[src/sgrd_pkg.sv]
// shared types and constants for the sgr rendition decoder
package sgrd_pkg;

  localparam int unsigned VALUE_W = 16;
  localparam int unsigned ATTR_W  = 5;
  localparam int unsigned MODE_W  = 2;
  localparam int unsigned BYTE_W  = 8;
  localparam int unsigned COLOR_W = 3 * BYTE_W;

  localparam logic [MODE_W-1:0] MODE_DEFAULT = 2'd0;
  localparam logic [MODE_W-1:0] MODE_INDEX   = 2'd1;
  localparam logic [MODE_W-1:0] MODE_RGB     = 2'd2;

  localparam int unsigned BOLD_POS    = 0;
  localparam int unsigned ULINE_POS   = 1;
  localparam int unsigned BLINK_POS   = 2;
  localparam int unsigned REVERSE_POS = 3;
  localparam int unsigned HIDE_POS    = 4;

  localparam logic [VALUE_W-1:0] SEL_INDEX = 16'd5;
  localparam logic [VALUE_W-1:0] SEL_RGB   = 16'd2;

  localparam logic [VALUE_W-1:0] CODE_RESET        = 16'd0;
  localparam logic [VALUE_W-1:0] CODE_BOLD         = 16'd1;
  localparam logic [VALUE_W-1:0] CODE_UNDERLINE    = 16'd4;
  localparam logic [VALUE_W-1:0] CODE_BLINK        = 16'd5;
  localparam logic [VALUE_W-1:0] CODE_INVERT       = 16'd7;
  localparam logic [VALUE_W-1:0] CODE_INVISIBLE    = 16'd8;
  localparam logic [VALUE_W-1:0] CODE_NO_BOLD      = 16'd22;
  localparam logic [VALUE_W-1:0] CODE_NO_UNDERLINE = 16'd24;
  localparam logic [VALUE_W-1:0] CODE_NO_BLINK     = 16'd25;
  localparam logic [VALUE_W-1:0] CODE_NO_INVERT    = 16'd27;
  localparam logic [VALUE_W-1:0] CODE_NO_INVISIBLE = 16'd28;
  localparam logic [VALUE_W-1:0] CODE_FG_BASE      = 16'd30;
  localparam logic [VALUE_W-1:0] CODE_FG_EXT       = 16'd38;
  localparam logic [VALUE_W-1:0] CODE_FG_DEFAULT   = 16'd39;
  localparam logic [VALUE_W-1:0] CODE_BG_BASE      = 16'd40;
  localparam logic [VALUE_W-1:0] CODE_BG_EXT       = 16'd48;
  localparam logic [VALUE_W-1:0] CODE_BG_DEFAULT   = 16'd49;
  localparam logic [VALUE_W-1:0] CODE_FG_BRIGHT    = 16'd90;
  localparam logic [VALUE_W-1:0] CODE_BG_BRIGHT    = 16'd100;
  localparam logic [VALUE_W-1:0] COLOR_SPAN        = 16'd8;

  typedef struct packed {
    logic [VALUE_W-1:0] value;
    logic               last;
  } in_beat_t;

  typedef struct packed {
    logic [ATTR_W-1:0] attr_bits;
    logic [MODE_W-1:0] fg_mode;
    logic [BYTE_W-1:0] fg_index;
    logic [BYTE_W-1:0] fg_red;
    logic [BYTE_W-1:0] fg_green;
    logic [BYTE_W-1:0] fg_blue;
    logic [MODE_W-1:0] bg_mode;
    logic [BYTE_W-1:0] bg_index;
    logic [BYTE_W-1:0] bg_red;
    logic [BYTE_W-1:0] bg_green;
    logic [BYTE_W-1:0] bg_blue;
    logic              seq_error;
  } rend_t;

endpackage

[src/sgrd_in_stage.sv]
// input register stage for parameter beats
module sgrd_in_stage (
  input  logic             clk,
  input  logic             rst_n,
  input  logic             in_valid,
  output logic             in_ready,
  input  sgrd_pkg::in_beat_t in_beat,
  output logic             s1_valid,
  input  logic             s1_ready,
  output sgrd_pkg::in_beat_t s1_beat
);
  import sgrd_pkg::*;

  logic     valid_r;
  in_beat_t beat_r;

  assign in_ready = !valid_r || s1_ready;
  assign s1_valid = valid_r;
  assign s1_beat  = beat_r;

  always_ff @(posedge clk) begin
    if (!rst_n) begin
      valid_r <= 1'b0;
    end else if (in_ready) begin
      valid_r <= in_valid;
    end
    if (in_ready && in_valid) begin
      beat_r <= in_beat;
    end
  end

endmodule

[src/sgrd_core.sv]
// rendition state, parameter decode and result register
module sgrd_core (
  input  logic               clk,
  input  logic               rst_n,
  input  logic               s1_valid,
  output logic               s1_ready,
  input  sgrd_pkg::in_beat_t s1_beat,
  output logic               out_valid,
  input  logic               out_ready,
  output sgrd_pkg::rend_t    out_data
);
  import sgrd_pkg::*;

  typedef enum logic [2:0] {
    PH_IDLE    = 3'd0,
    PH_SEL     = 3'd1,
    PH_IDX     = 3'd2,
    PH_RED     = 3'd3,
    PH_GREEN   = 3'd4,
    PH_BLUE    = 3'd5,
    PH_DISCARD = 3'd6
  } phase_t;

  logic [ATTR_W-1:0]   attr_r, attr_nxt;
  logic [MODE_W-1:0]   fg_kind_r, fg_kind_nxt, bg_kind_r, bg_kind_nxt;
  logic [COLOR_W-1:0]  fg_val_r, fg_val_nxt, bg_val_r, bg_val_nxt;
  phase_t              phase_r, phase_nxt;
  logic                back_r, back_nxt;
  logic [2*BYTE_W-1:0] part_rgb_r, part_rgb_nxt;
  logic                out_valid_r;
  rend_t               out_r, out_nxt;
  logic                adv;
  logic                err;
  logic [VALUE_W-1:0]  v;
  logic                last;
  logic [BYTE_W-1:0]   vb;
  logic                set_c;
  logic                set_back;
  logic [MODE_W-1:0]   set_kind;
  logic [COLOR_W-1:0]  set_val;

  assign s1_ready  = !out_valid_r || out_ready;
  assign adv       = s1_valid && s1_ready;
  assign out_valid = out_valid_r;
  assign out_data  = out_r;
  assign v         = s1_beat.value;
  assign last      = s1_beat.last;
  assign vb        = v[BYTE_W-1:0];

  always_comb begin
    attr_nxt     = attr_r;
    fg_kind_nxt  = fg_kind_r;
    fg_val_nxt   = fg_val_r;
    bg_kind_nxt  = bg_kind_r;
    bg_val_nxt   = bg_val_r;
    back_nxt     = back_r;
    part_rgb_nxt = part_rgb_r;
    phase_nxt    = PH_IDLE;
    err          = 1'b0;
    set_c        = 1'b0;
    set_back     = back_r;
    set_kind     = MODE_DEFAULT;
    set_val      = '0;

    unique case (phase_r)
      PH_SEL: begin
        if (last) begin
          err = 1'b1;
        end else if (v == SEL_INDEX) begin
          phase_nxt = PH_IDX;
        end else if (v == SEL_RGB) begin
          phase_nxt = PH_RED;
        end else begin
          err = 1'b1;
        end
      end
      PH_IDX: begin
        set_c    = 1'b1;
        set_kind = MODE_INDEX;
        set_val  = {{(COLOR_W-BYTE_W){1'b0}}, vb};
      end
      PH_RED: begin
        if (last) begin
          err = 1'b1;
        end else begin
          part_rgb_nxt = {vb, {BYTE_W{1'b0}}};
          phase_nxt    = PH_GREEN;
        end
      end
      PH_GREEN: begin
        if (last) begin
          err = 1'b1;
        end else begin
          part_rgb_nxt = {part_rgb_r[2*BYTE_W-1:BYTE_W], vb};
          phase_nxt    = PH_BLUE;
        end
      end
      PH_BLUE: begin
        set_c    = 1'b1;
        set_kind = MODE_RGB;
        set_val  = {part_rgb_r, vb};
      end
      PH_DISCARD: begin
        if (!last) begin
          phase_nxt = PH_DISCARD;
        end
      end
      default: begin
        priority if (v == CODE_RESET) begin
          attr_nxt    = '0;
          fg_kind_nxt = MODE_DEFAULT;
          fg_val_nxt  = '0;
          bg_kind_nxt = MODE_DEFAULT;
          bg_val_nxt  = '0;
        end else if (v == CODE_BOLD) begin
          attr_nxt[BOLD_POS] = 1'b1;
        end else if (v == CODE_UNDERLINE) begin
          attr_nxt[ULINE_POS] = 1'b1;
        end else if (v == CODE_BLINK) begin
          attr_nxt[BLINK_POS] = 1'b1;
        end else if (v == CODE_INVERT) begin
          attr_nxt[REVERSE_POS] = 1'b1;
        end else if (v == CODE_INVISIBLE) begin
          attr_nxt[HIDE_POS] = 1'b1;
        end else if (v == CODE_NO_BOLD) begin
          attr_nxt[BOLD_POS] = 1'b0;
        end else if (v == CODE_NO_UNDERLINE) begin
          attr_nxt[ULINE_POS] = 1'b0;
        end else if (v == CODE_NO_BLINK) begin
          attr_nxt[BLINK_POS] = 1'b0;
        end else if (v == CODE_NO_INVERT) begin
          attr_nxt[REVERSE_POS] = 1'b0;
        end else if (v == CODE_NO_INVISIBLE) begin
          attr_nxt[HIDE_POS] = 1'b0;
        end else if (v >= CODE_FG_BASE && v < CODE_FG_BASE + COLOR_SPAN) begin
          set_c    = 1'b1;
          set_back = 1'b0;
          set_kind = MODE_INDEX;
          set_val  = {{(COLOR_W-BYTE_W){1'b0}}, BYTE_W'(v - CODE_FG_BASE)};
        end else if (v == CODE_FG_DEFAULT) begin
          set_c    = 1'b1;
          set_back = 1'b0;
        end else if (v >= CODE_BG_BASE && v < CODE_BG_BASE + COLOR_SPAN) begin
          set_c    = 1'b1;
          set_back = 1'b1;
          set_kind = MODE_INDEX;
          set_val  = {{(COLOR_W-BYTE_W){1'b0}}, BYTE_W'(v - CODE_BG_BASE)};
        end else if (v == CODE_BG_DEFAULT) begin
          set_c    = 1'b1;
          set_back = 1'b1;
        end else if (v >= CODE_FG_BRIGHT && v < CODE_FG_BRIGHT + COLOR_SPAN) begin
          set_c    = 1'b1;
          set_back = 1'b0;
          set_kind = MODE_INDEX;
          set_val  = {{(COLOR_W-BYTE_W){1'b0}},
                      BYTE_W'(v - CODE_FG_BRIGHT + COLOR_SPAN)};
        end else if (v >= CODE_BG_BRIGHT && v < CODE_BG_BRIGHT + COLOR_SPAN) begin
          set_c    = 1'b1;
          set_back = 1'b1;
          set_kind = MODE_INDEX;
          set_val  = {{(COLOR_W-BYTE_W){1'b0}},
                      BYTE_W'(v - CODE_BG_BRIGHT + COLOR_SPAN)};
        end else if (v == CODE_FG_EXT || v == CODE_BG_EXT) begin
          back_nxt = (v == CODE_BG_EXT);
          if (last) begin
            err = 1'b1;
          end else begin
            phase_nxt = PH_SEL;
          end
        end else begin
          phase_nxt = PH_IDLE;
        end
      end
    endcase

    if (set_c) begin
      if (set_back) begin
        bg_kind_nxt = set_kind;
        bg_val_nxt  = set_val;
      end else begin
        fg_kind_nxt = set_kind;
        fg_val_nxt  = set_val;
      end
    end

    if (err) begin
      attr_nxt    = '0;
      fg_kind_nxt = MODE_DEFAULT;
      fg_val_nxt  = '0;
      bg_kind_nxt = MODE_DEFAULT;
      bg_val_nxt  = '0;
      phase_nxt   = last ? PH_IDLE : PH_DISCARD;
    end

    out_nxt.attr_bits = attr_nxt;
    out_nxt.fg_mode   = fg_kind_nxt;
    out_nxt.fg_index  = (fg_kind_nxt == MODE_INDEX) ? fg_val_nxt[BYTE_W-1:0] : '0;
    out_nxt.fg_red    = (fg_kind_nxt == MODE_RGB) ? fg_val_nxt[3*BYTE_W-1:2*BYTE_W] : '0;
    out_nxt.fg_green  = (fg_kind_nxt == MODE_RGB) ? fg_val_nxt[2*BYTE_W-1:BYTE_W] : '0;
    out_nxt.fg_blue   = (fg_kind_nxt == MODE_RGB) ? fg_val_nxt[BYTE_W-1:0] : '0;
    out_nxt.bg_mode   = bg_kind_nxt;
    out_nxt.bg_index  = (bg_kind_nxt == MODE_INDEX) ? bg_val_nxt[BYTE_W-1:0] : '0;
    out_nxt.bg_red    = (bg_kind_nxt == MODE_RGB) ? bg_val_nxt[3*BYTE_W-1:2*BYTE_W] : '0;
    out_nxt.bg_green  = (bg_kind_nxt == MODE_RGB) ? bg_val_nxt[2*BYTE_W-1:BYTE_W] : '0;
    out_nxt.bg_blue   = (bg_kind_nxt == MODE_RGB) ? bg_val_nxt[BYTE_W-1:0] : '0;
    out_nxt.seq_error = err;
  end

  always_ff @(posedge clk) begin
    if (!rst_n) begin
      attr_r      <= '0;
      fg_kind_r   <= MODE_DEFAULT;
      fg_val_r    <= '0;
      bg_kind_r   <= MODE_DEFAULT;
      bg_val_r    <= '0;
      phase_r     <= PH_IDLE;
      back_r      <= 1'b0;
      part_rgb_r  <= '0;
      out_valid_r <= 1'b0;
    end else begin
      if (s1_ready) begin
        out_valid_r <= s1_valid;
      end
      if (adv) begin
        attr_r     <= attr_nxt;
        fg_kind_r  <= fg_kind_nxt;
        fg_val_r   <= fg_val_nxt;
        bg_kind_r  <= bg_kind_nxt;
        bg_val_r   <= bg_val_nxt;
        phase_r    <= phase_nxt;
        back_r     <= back_nxt;
        part_rgb_r <= part_rgb_nxt;
      end
    end
    if (adv) begin
      out_r <= out_nxt;
    end
  end

`ifndef SYNTHESIS
  a_err_clears: assert property (@(posedge clk) disable iff (!rst_n)
    out_valid_r && out_r.seq_error |->
      out_r.attr_bits == '0 && out_r.fg_mode == MODE_DEFAULT && out_r.bg_mode == MODE_DEFAULT)
    else $error("error beat did not clear rendition");
  a_last_idles: assert property (@(posedge clk) disable iff (!rst_n)
    adv && last |=> phase_r == PH_IDLE)
    else $error("sequence end left decoder mid-sequence");
  a_mode_legal: assert property (@(posedge clk) disable iff (!rst_n)
    fg_kind_r <= MODE_RGB && bg_kind_r <= MODE_RGB)
    else $error("illegal colour mode");
  a_fg_mask: assert property (@(posedge clk) disable iff (!rst_n)
    out_valid_r && out_r.fg_mode != MODE_RGB |->
      out_r.fg_red == '0 && out_r.fg_green == '0 && out_r.fg_blue == '0)
    else $error("rgb fields leak outside rgb mode");
  a_out_matches_state: assert property (@(posedge clk) disable iff (!rst_n)
    $past(adv) |-> out_r.attr_bits == attr_r && out_r.bg_mode == bg_kind_r)
    else $error("result register out of step with state");
`endif

endmodule

[src/sgr_rendition_decoder.sv]
// top level of the sgr rendition decoder
// a parameter beat is held in the input register stage, then its result in the core's result register
// throughput: one parameter beat per cycle while the result register is empty or drains, set by the state update
// in_ready stays high while the result register drains or is empty
// reset (rst_n low, synchronous): attributes clear, both colours default, decoder idle
// no clearing pass after reset; beats are taken on the first cycle after it
module sgr_rendition_decoder (
  input  logic        clk,
  input  logic        rst_n,
  input  logic        in_valid,
  output logic        in_ready,
  input  logic [15:0] in_param_value,
  input  logic        in_last_param,
  output logic        out_valid,
  input  logic        out_ready,
  output logic [4:0]  out_attr_bits,
  output logic [1:0]  out_fg_mode,
  output logic [7:0]  out_fg_index,
  output logic [7:0]  out_fg_red,
  output logic [7:0]  out_fg_green,
  output logic [7:0]  out_fg_blue,
  output logic [1:0]  out_bg_mode,
  output logic [7:0]  out_bg_index,
  output logic [7:0]  out_bg_red,
  output logic [7:0]  out_bg_green,
  output logic [7:0]  out_bg_blue,
  output logic        out_seq_error
);
  import sgrd_pkg::*;

  in_beat_t in_beat;
  in_beat_t s1_beat;
  logic     s1_valid;
  logic     s1_ready;
  rend_t    out_data;

  assign in_beat.value = in_param_value;
  assign in_beat.last  = in_last_param;

  sgrd_in_stage u_in_stage (
    .clk      (clk),
    .rst_n    (rst_n),
    .in_valid (in_valid),
    .in_ready (in_ready),
    .in_beat  (in_beat),
    .s1_valid (s1_valid),
    .s1_ready (s1_ready),
    .s1_beat  (s1_beat)
  );

  sgrd_core u_core (
    .clk       (clk),
    .rst_n     (rst_n),
    .s1_valid  (s1_valid),
    .s1_ready  (s1_ready),
    .s1_beat   (s1_beat),
    .out_valid (out_valid),
    .out_ready (out_ready),
    .out_data  (out_data)
  );

  assign out_attr_bits = out_data.attr_bits;
  assign out_fg_mode   = out_data.fg_mode;
  assign out_fg_index  = out_data.fg_index;
  assign out_fg_red    = out_data.fg_red;
  assign out_fg_green  = out_data.fg_green;
  assign out_fg_blue   = out_data.fg_blue;
  assign out_bg_mode   = out_data.bg_mode;
  assign out_bg_index  = out_data.bg_index;
  assign out_bg_red    = out_data.bg_red;
  assign out_bg_green  = out_data.bg_green;
  assign out_bg_blue   = out_data.bg_blue;
  assign out_seq_error = out_data.seq_error;

endmodule
[config.mk]
export PLATFORM = sky130hd
export DESIGN_NAME = sgr_rendition_decoder
export DESIGN_NICKNAME = d
export VERILOG_FILES = /design/src/sgrd_pkg.sv /design/src/sgrd_in_stage.sv /design/src/sgrd_core.sv /design/src/sgr_rendition_decoder.sv
export SDC_FILE = /design/constraint.sdc
export NUM_CORES = 1
export LEC_CHECK = 0
export BUFFER_PORTS_ARGS = -buffer_cell sky130_fd_sc_hd__buf_2
export CAP_MARGIN = 20
export CORE_ASPECT_RATIO = 1.4
export CORE_MARGIN = 2
export CORE_UTILIZATION = 40
export DETAILED_ROUTE_END_ITERATION = 10
export PLACE_DENSITY = 0.66
export SYNTH_ARGS = -nofsm -noshare
export SYNTH_HDL_FRONTEND = slang
export SYNTH_HIERARCHICAL = 1
export SYNTH_SLANG_ARGS = --single-unit
[constraint.sdc]
create_clock -name clk -period 4.4 [get_ports clk]
set_clock_uncertainty 0.2 [all_clocks]
set_input_delay 0.88 -clock clk [delete_from_list [all_inputs] [get_ports clk]]
set_output_delay 0.88 -clock clk [all_outputs]
set_load 0.02 [all_outputs]
# ---- Word level (Yosys, flattened, before mapping)
# Index checks and enable logic that the tools add are counted.
dict set report op_classes {
  addsub 6
  bitwise_logic 20
  mux 170
  n_eq_ne 27
  reduce_logical 21
  magnitude_cmp 8
}
# operator count
set ops {}
lappend ops {{two-way mux 24 bit} 26}
lappend ops {{two-way mux 3 bit} 27}
lappend ops {{== test 16 x 5 -> 1 bit, second input constant} 5}
lappend ops {{two-way mux 1 bit} 72}
lappend ops {{case mux 24 bit (3 select lines)} 1}
lappend ops {{== test 16 x 6 -> 1 bit, second input constant} 4}
lappend ops {{two-way mux 2 bit} 30}
lappend ops {{== test 16 x 3 -> 1 bit, second input constant} 3}
lappend ops {{>= comparator 16 x 7 -> 1 bit, second input constant} 2}
lappend ops {{less-than comparator 16 x 6 -> 1 bit, second input constant} 2}
lappend ops {{less-than comparator 16 x 7 -> 1 bit, second input constant} 2}
lappend ops {{case mux 16 bit (2 select lines)} 1}
lappend ops {{inverter 1 bit} 20}
lappend ops {{AND reduction 20 bit} 1}
lappend ops {{adder 8 x 4 -> 8 bit, second input constant} 2}
lappend ops {{== test 16 x 1 -> 1 bit, second input constant} 1}
lappend ops {{== test 16 x 2 -> 1 bit, second input constant} 1}
lappend ops {{== test 16 x 4 -> 1 bit, second input constant} 1}
lappend ops {{>= comparator 16 x 5 -> 1 bit, second input constant} 1}
lappend ops {{>= comparator 16 x 6 -> 1 bit, second input constant} 1}
lappend ops {{zero test 16 bit} 1}
lappend ops {{two-way mux 16 bit} 1}
lappend ops {{two-way mux 8 bit} 2}
lappend ops {{subtractor 8 x 7 -> 8 bit, second input constant} 2}
lappend ops {{23 further kinds} 43}
dict set report word_totals {
  out_inout_bits 76
  wordCells 277
  reg_bits 170
  in_bits 21
}

# ---- Depth between registers and ports, before layout
dict set report depth {
  word_depth 24
  depth_mapped 14
  ltp_nobuf 10
}

# ---- Hierarchy
# Netlist, hierarchy kept.
# module seq_area_each_um2 area_each_um2 instances cells_each
set by_module_without_submodules {}
lappend by_module_without_submodules {sgrd_core 3783.6 7428.4 1 761}
lappend by_module_without_submodules {sgrd_in_stage 530.5 568.0 1 22}

# ---- Least setup slack after synthesis
# No wires, ideal clock.
dict set report synth_path {
  path_kind {input-to-reg}
  start {input out_ready}
  end {register u_core.fg_val_r[10]}
  arrival_time_ps 4295
  path_buffers 2
  setup_ps 75
  path_slack_ps -170
  required_time_ps 4125
  stages 7
  path_cell_list {nand2b_1 -> nand2_1 -> inv_1 -> clkbuf_1 -> nand3_1 -> clkbuf_1 -> o22ai_1}
}
dict set report synth_via {
  elab_chain_cells 2
}
# item line
set synth_rtl {}
lappend synth_rtl {{from (decl)} sgr_rendition_decoder.sv:15} ;# input logic out_ready,
lappend synth_rtl {{logical OR 1 bit} sgrd_core.sv:42} ;# assign s1_ready = !out_valid_r || out_ready;
lappend synth_rtl {{logical AND 1 bit} sgrd_core.sv:43} ;# assign adv = s1_valid && s1_ready;
lappend synth_rtl {{via u_core.adv} sgrd_core.sv:32} ;# logic adv;
lappend synth_rtl {{to (signal assigned)} sgrd_core.sv:227} ;# fg_val_r <= fg_val_nxt;
lappend synth_rtl {{to (decl)} sgrd_core.sv:26} ;# logic [COLOR_W-1:0] fg_val_r, fg_val_nxt, bg_val_r, bg_val_nxt;
# The timed path passes the listed nets, and every way through them passes these cells.
# A chain may end at the register's enable or synchronous reset.

# ---- Worst setup path in the final report
dict set report layout_path {
  start {register u_in_stage.beat_r (netlist bit u_in_stage/s1_beat[4])}
  end {register u_core.out_r (netlist bit u_core/out_data[63]) (data pin)}
}
dict set report layout_via {
  elab_chain_cells 24
  word_cells_on_any_way 140
  cone_classes {add/sub (6); order compare (8); eq/ne (16); mux (104); reduce/logical (6)}
}
# item line
set layout_rtl {}
lappend layout_rtl {{from (decl)} sgrd_in_stage.sv:15} ;# in_beat_t beat_r;
lappend layout_rtl {{from (signal assigned)} sgrd_in_stage.sv:28} ;# beat_r <= in_beat;
lappend layout_rtl {{parallel branches: the longest is 24 deep, another holds subtractor 8 x 7 -> 8 bit} --}
lappend layout_rtl {{to (signal assigned)} sgrd_core.sv:236} ;# out_r <= out_nxt;
lappend layout_rtl {{to (decl)} sgrd_core.sv:31} ;# rend_t out_r, out_nxt;
# Several ways; the timed one is not identified.

==> flow_summary.toml <==
[detailed_routing]
viasPerCell = 5.90
wl_per_cell_microns = 19.6
firstDrtPassIters = 5
num_vias = 6772
initialDrtViolationCount = 553
routed_wl_mm = 22.5
drc_errors = 0
antenna_left = 0

[synthesis]
synth_nets = 818
synth_edf_count = 91
syn-cell-area_sq_um = 8000
syn_area_per_cell_sq_um = 10.2
ys_seq_area_frac = 0.540
synthCells = 783
ys.flop_type = "edfxtp_1"
yosysUniqueCellTypes = 75
ys.warnings.count = 6
synth_seq_cells = 170
async_flop_share = 0

[setup_path]
cp.arrival_ns = 4.27
critical_path_class = "reg -> reg"
r2r_cells = 10
rrSetupSlack_ns = 0.16
crit_fanout = 11
reg2reg_from = "u_in_stage/s1_beat[4]$_DFFE_PP_"
required_ns = 4.43
end_kind = "flip-flop"
timing.rr.end = "u_core/out_data[63]$_SDFFCE_PP0P_"
startpoint_type = "flip-flop"

[finish]
layout-drive-gt1-share = 0.204
layout_commonest_cell = "buf_2"
fillCellCount = 1852
final_cell_mix = "buf_2 (96), nand2_1 (94), edfxtp_1 (91), dfxtp_1 (79), nand3_1 (70)"
area_growth_pct = 17.6
fin_nets = 917
final_cell_area_sq_um = 9400
diodes = 0

[die]
io_pins = 97
dieArea_sq_um = 21200
num_rows = 61
fp.dieW_microns = 123
dieHeight_microns = 171
start_util = 0.405
fp.coreArea_sq_um = 19800

[pwr]
p_int_mw = 2.51
comb_power_share = 0.064
leakagePower_nw = 3.23
p_switching_mw = 0.826
power_frac_clock = 0.416
vdd_ir_drop_max_mv = 0.194
swShare = 0.248
seqPwrFrac = 0.520
power.density_nw_per_um2 = 354

[placement]
io_buffer_count = 96
place_hpwl_mm = 16.0
routabilityCongestion = 1.00
placed_area_sq_um = 8860

[clocking]
clk_latency_ns = 0.43
path_clk_slew_ns = 0.07
htreeDepth = 4
postCtsSetupRepairBufs = 0
cts_tree = "yes"
root_buffer = "clkbuf_16"
postCtsHoldBufs = 0
clock-sinks = 170
cts_resized = 0
clockBufferDepth = 2
cts_made_buffers = 17

[grt]
antenna_found_initial = 0
grt-ovfl-total = 0
grt-busiest-layer = "met2"
use_met1 = 0.263
grt_util_met2 = 0.357
grt_pass1_wl_mm = 34.5
grt_use_met3 = 0.0365
grt_pass1_vias = 6421
grt_usage = 0.213
grt_max_degree = 37

[sta]
fin_crit_sh = 0.963
rsz0062_at_grt = "false"
max_freq_mhz = 236
hold_violations = 0
holdWs_ns = 0.256
setup_violations = 0
fin_crit_ns = 4.24
slew_headroom = 0.391
fin_tns_setup_ns = 0
drv_slew = 0
worst_pin_slew_ns = 0.907

[worst_hold_path]
holdCritStartpoint = "u_core/fg_val_r[2]$_SDFFE_PN0P_"
hold_depth = 2
hold_end = "u_core/fg_val_r[2]$_SDFFE_PN0P_"
hold_path_class = "reg -> reg"

[job]
drv_cap = 0

[outcome]
status = "completed"
## synthesized netlist by cell type, drive strengths merged (7+ instances only)
cell type,number,area (sq um)
o2bb2ai,22,193
nor3,16,91.3
clkbuf,38,143
dfxtp,79,1580
buf,18,106
inv,14,52.6
o211ai,8,60.1
a22oi,23,173
o22ai,22,144
a21oi,49,249
o21ai,23,115
a22o,20,175
and2,7,46.3
nor2,32,120
edfxtp,91,2730
nand2b,11,76.3
a211oi,14,105
and3,7,43.8
ha,14,175
nand2,94,353
nand3,70,350
## stage by stage
step	cells	utilization	total power, mW	setup WS [ns]
global route	1147	0.476	3.44	0.0113
detailed placement	1115	0.448	1.98	0.214
finish	1147	0.476	3.33	0.165
CTS	1147	0.475	3.36	0.193
floorplan	783	-	1.89	0.593
global placement	1115	0.448	1.98	0.267
## registers in the layout, indices dropped and copies added (netlist names)
name                 cells
u_core/back_r            1
u_core/part_rgb_r       16
u_core/fg_kind_r         2
u_core/phase_r           3
u_core/bg_val_r         24
u_core/attr_r            5
u_core/fg_val_r         24
u_in_stage/s1_valid      1
u_in_stage/s1_beat      17
u_core/out_data         74
u_core/bg_kind_r         2
u_core/out_valid         1
## final cells by class
class	instances	area, sq um	area share
sequential	170	4310	0.459
multi-input combinational	541	3380	0.359
timing repair buffer	136	793	0.0844
clock buffer	18	429	0.0457
tap	252	315	0.0335
clock inverter	14	113	0.0120
inverter	16	60.1	0.00639
## metal layers
layer / share of wire / up-vias / routed length, microns
met5: 0 / - / 0
met4: 0.036 / 0 / 799
met3: 0.051 / 56 / 1160
met2: 0.50 / 278 / 11200
met1: 0.41 / 3229 / 9280
li1: - / 3209 / -
## critical path: stages, from the launching register on
cell and delay [ns]:
edfxtp_1 0.38, inv_1 0.28, ha_1 0.50, nand3b_1 0.15
a2111oi_1 0.61, buf_4 0.22, o211ai_1 0.12, or2_2 0.31
a31oi_2 0.44, nand4b_1 0.42, a221oi_1 0.39
## worst max path at each step
stage / from / to / slack, ns / cells after the start
finish: u_in_stage/s1_beat[4]$_DFFE_PP_ / u_core/out_data[63]$_SDFFCE_PP0P_ / 0.16 / 10
floorplan: u_in_stage/s1_beat[4]$_DFFE_PP_ / u_core/out_data[23]$_SDFFCE_PP0P_ / 0.59 / 13
detailed placement: u_in_stage/s1_beat[3]$_DFFE_PP_ / u_core/out_data[63]$_SDFFCE_PP0P_ / 0.21 / 10
global placement: u_in_stage/s1_beat[4]$_DFFE_PP_ / u_core/out_data[20]$_SDFFCE_PP0P_ / 0.27 / 12
CTS: u_in_stage/s1_beat[3]$_DFFE_PP_ / u_core/out_data[63]$_SDFFCE_PP0P_ / 0.19 / 10
global route: u_in_stage/s1_beat[4]$_DFFE_PP_ / u_core/out_data[63]$_SDFFCE_PP0P_ / 0.01 / 10
## logic make-up after synthesis
| family | Yosys count | share of synthesized area |
|---|---|---|
| AND/OR/NAND/NOR | 278 | 0.173 |
| flip-flops | 170 | 0.540 |
| AO/OA/AOI/OAI | 243 | 0.219 |
| multiplexers | 6 | 0.00782 |
| adder cells (fa/ha/maj) | 14 | 0.0219 |
| buffers and inverters | 72 | 0.0386 |
## power by group through the flow
stage	clock (mW)	sequential, mW	combinational, mW
floorplan	0	1.80	0.0949
global placement	0	1.77	0.211
detailed placement	0	1.77	0.212
CTS	1.41	1.73	0.213
global route	1.48	1.74	0.229
finish	1.39	1.73	0.213
Power figures use the tool's default switching activity.
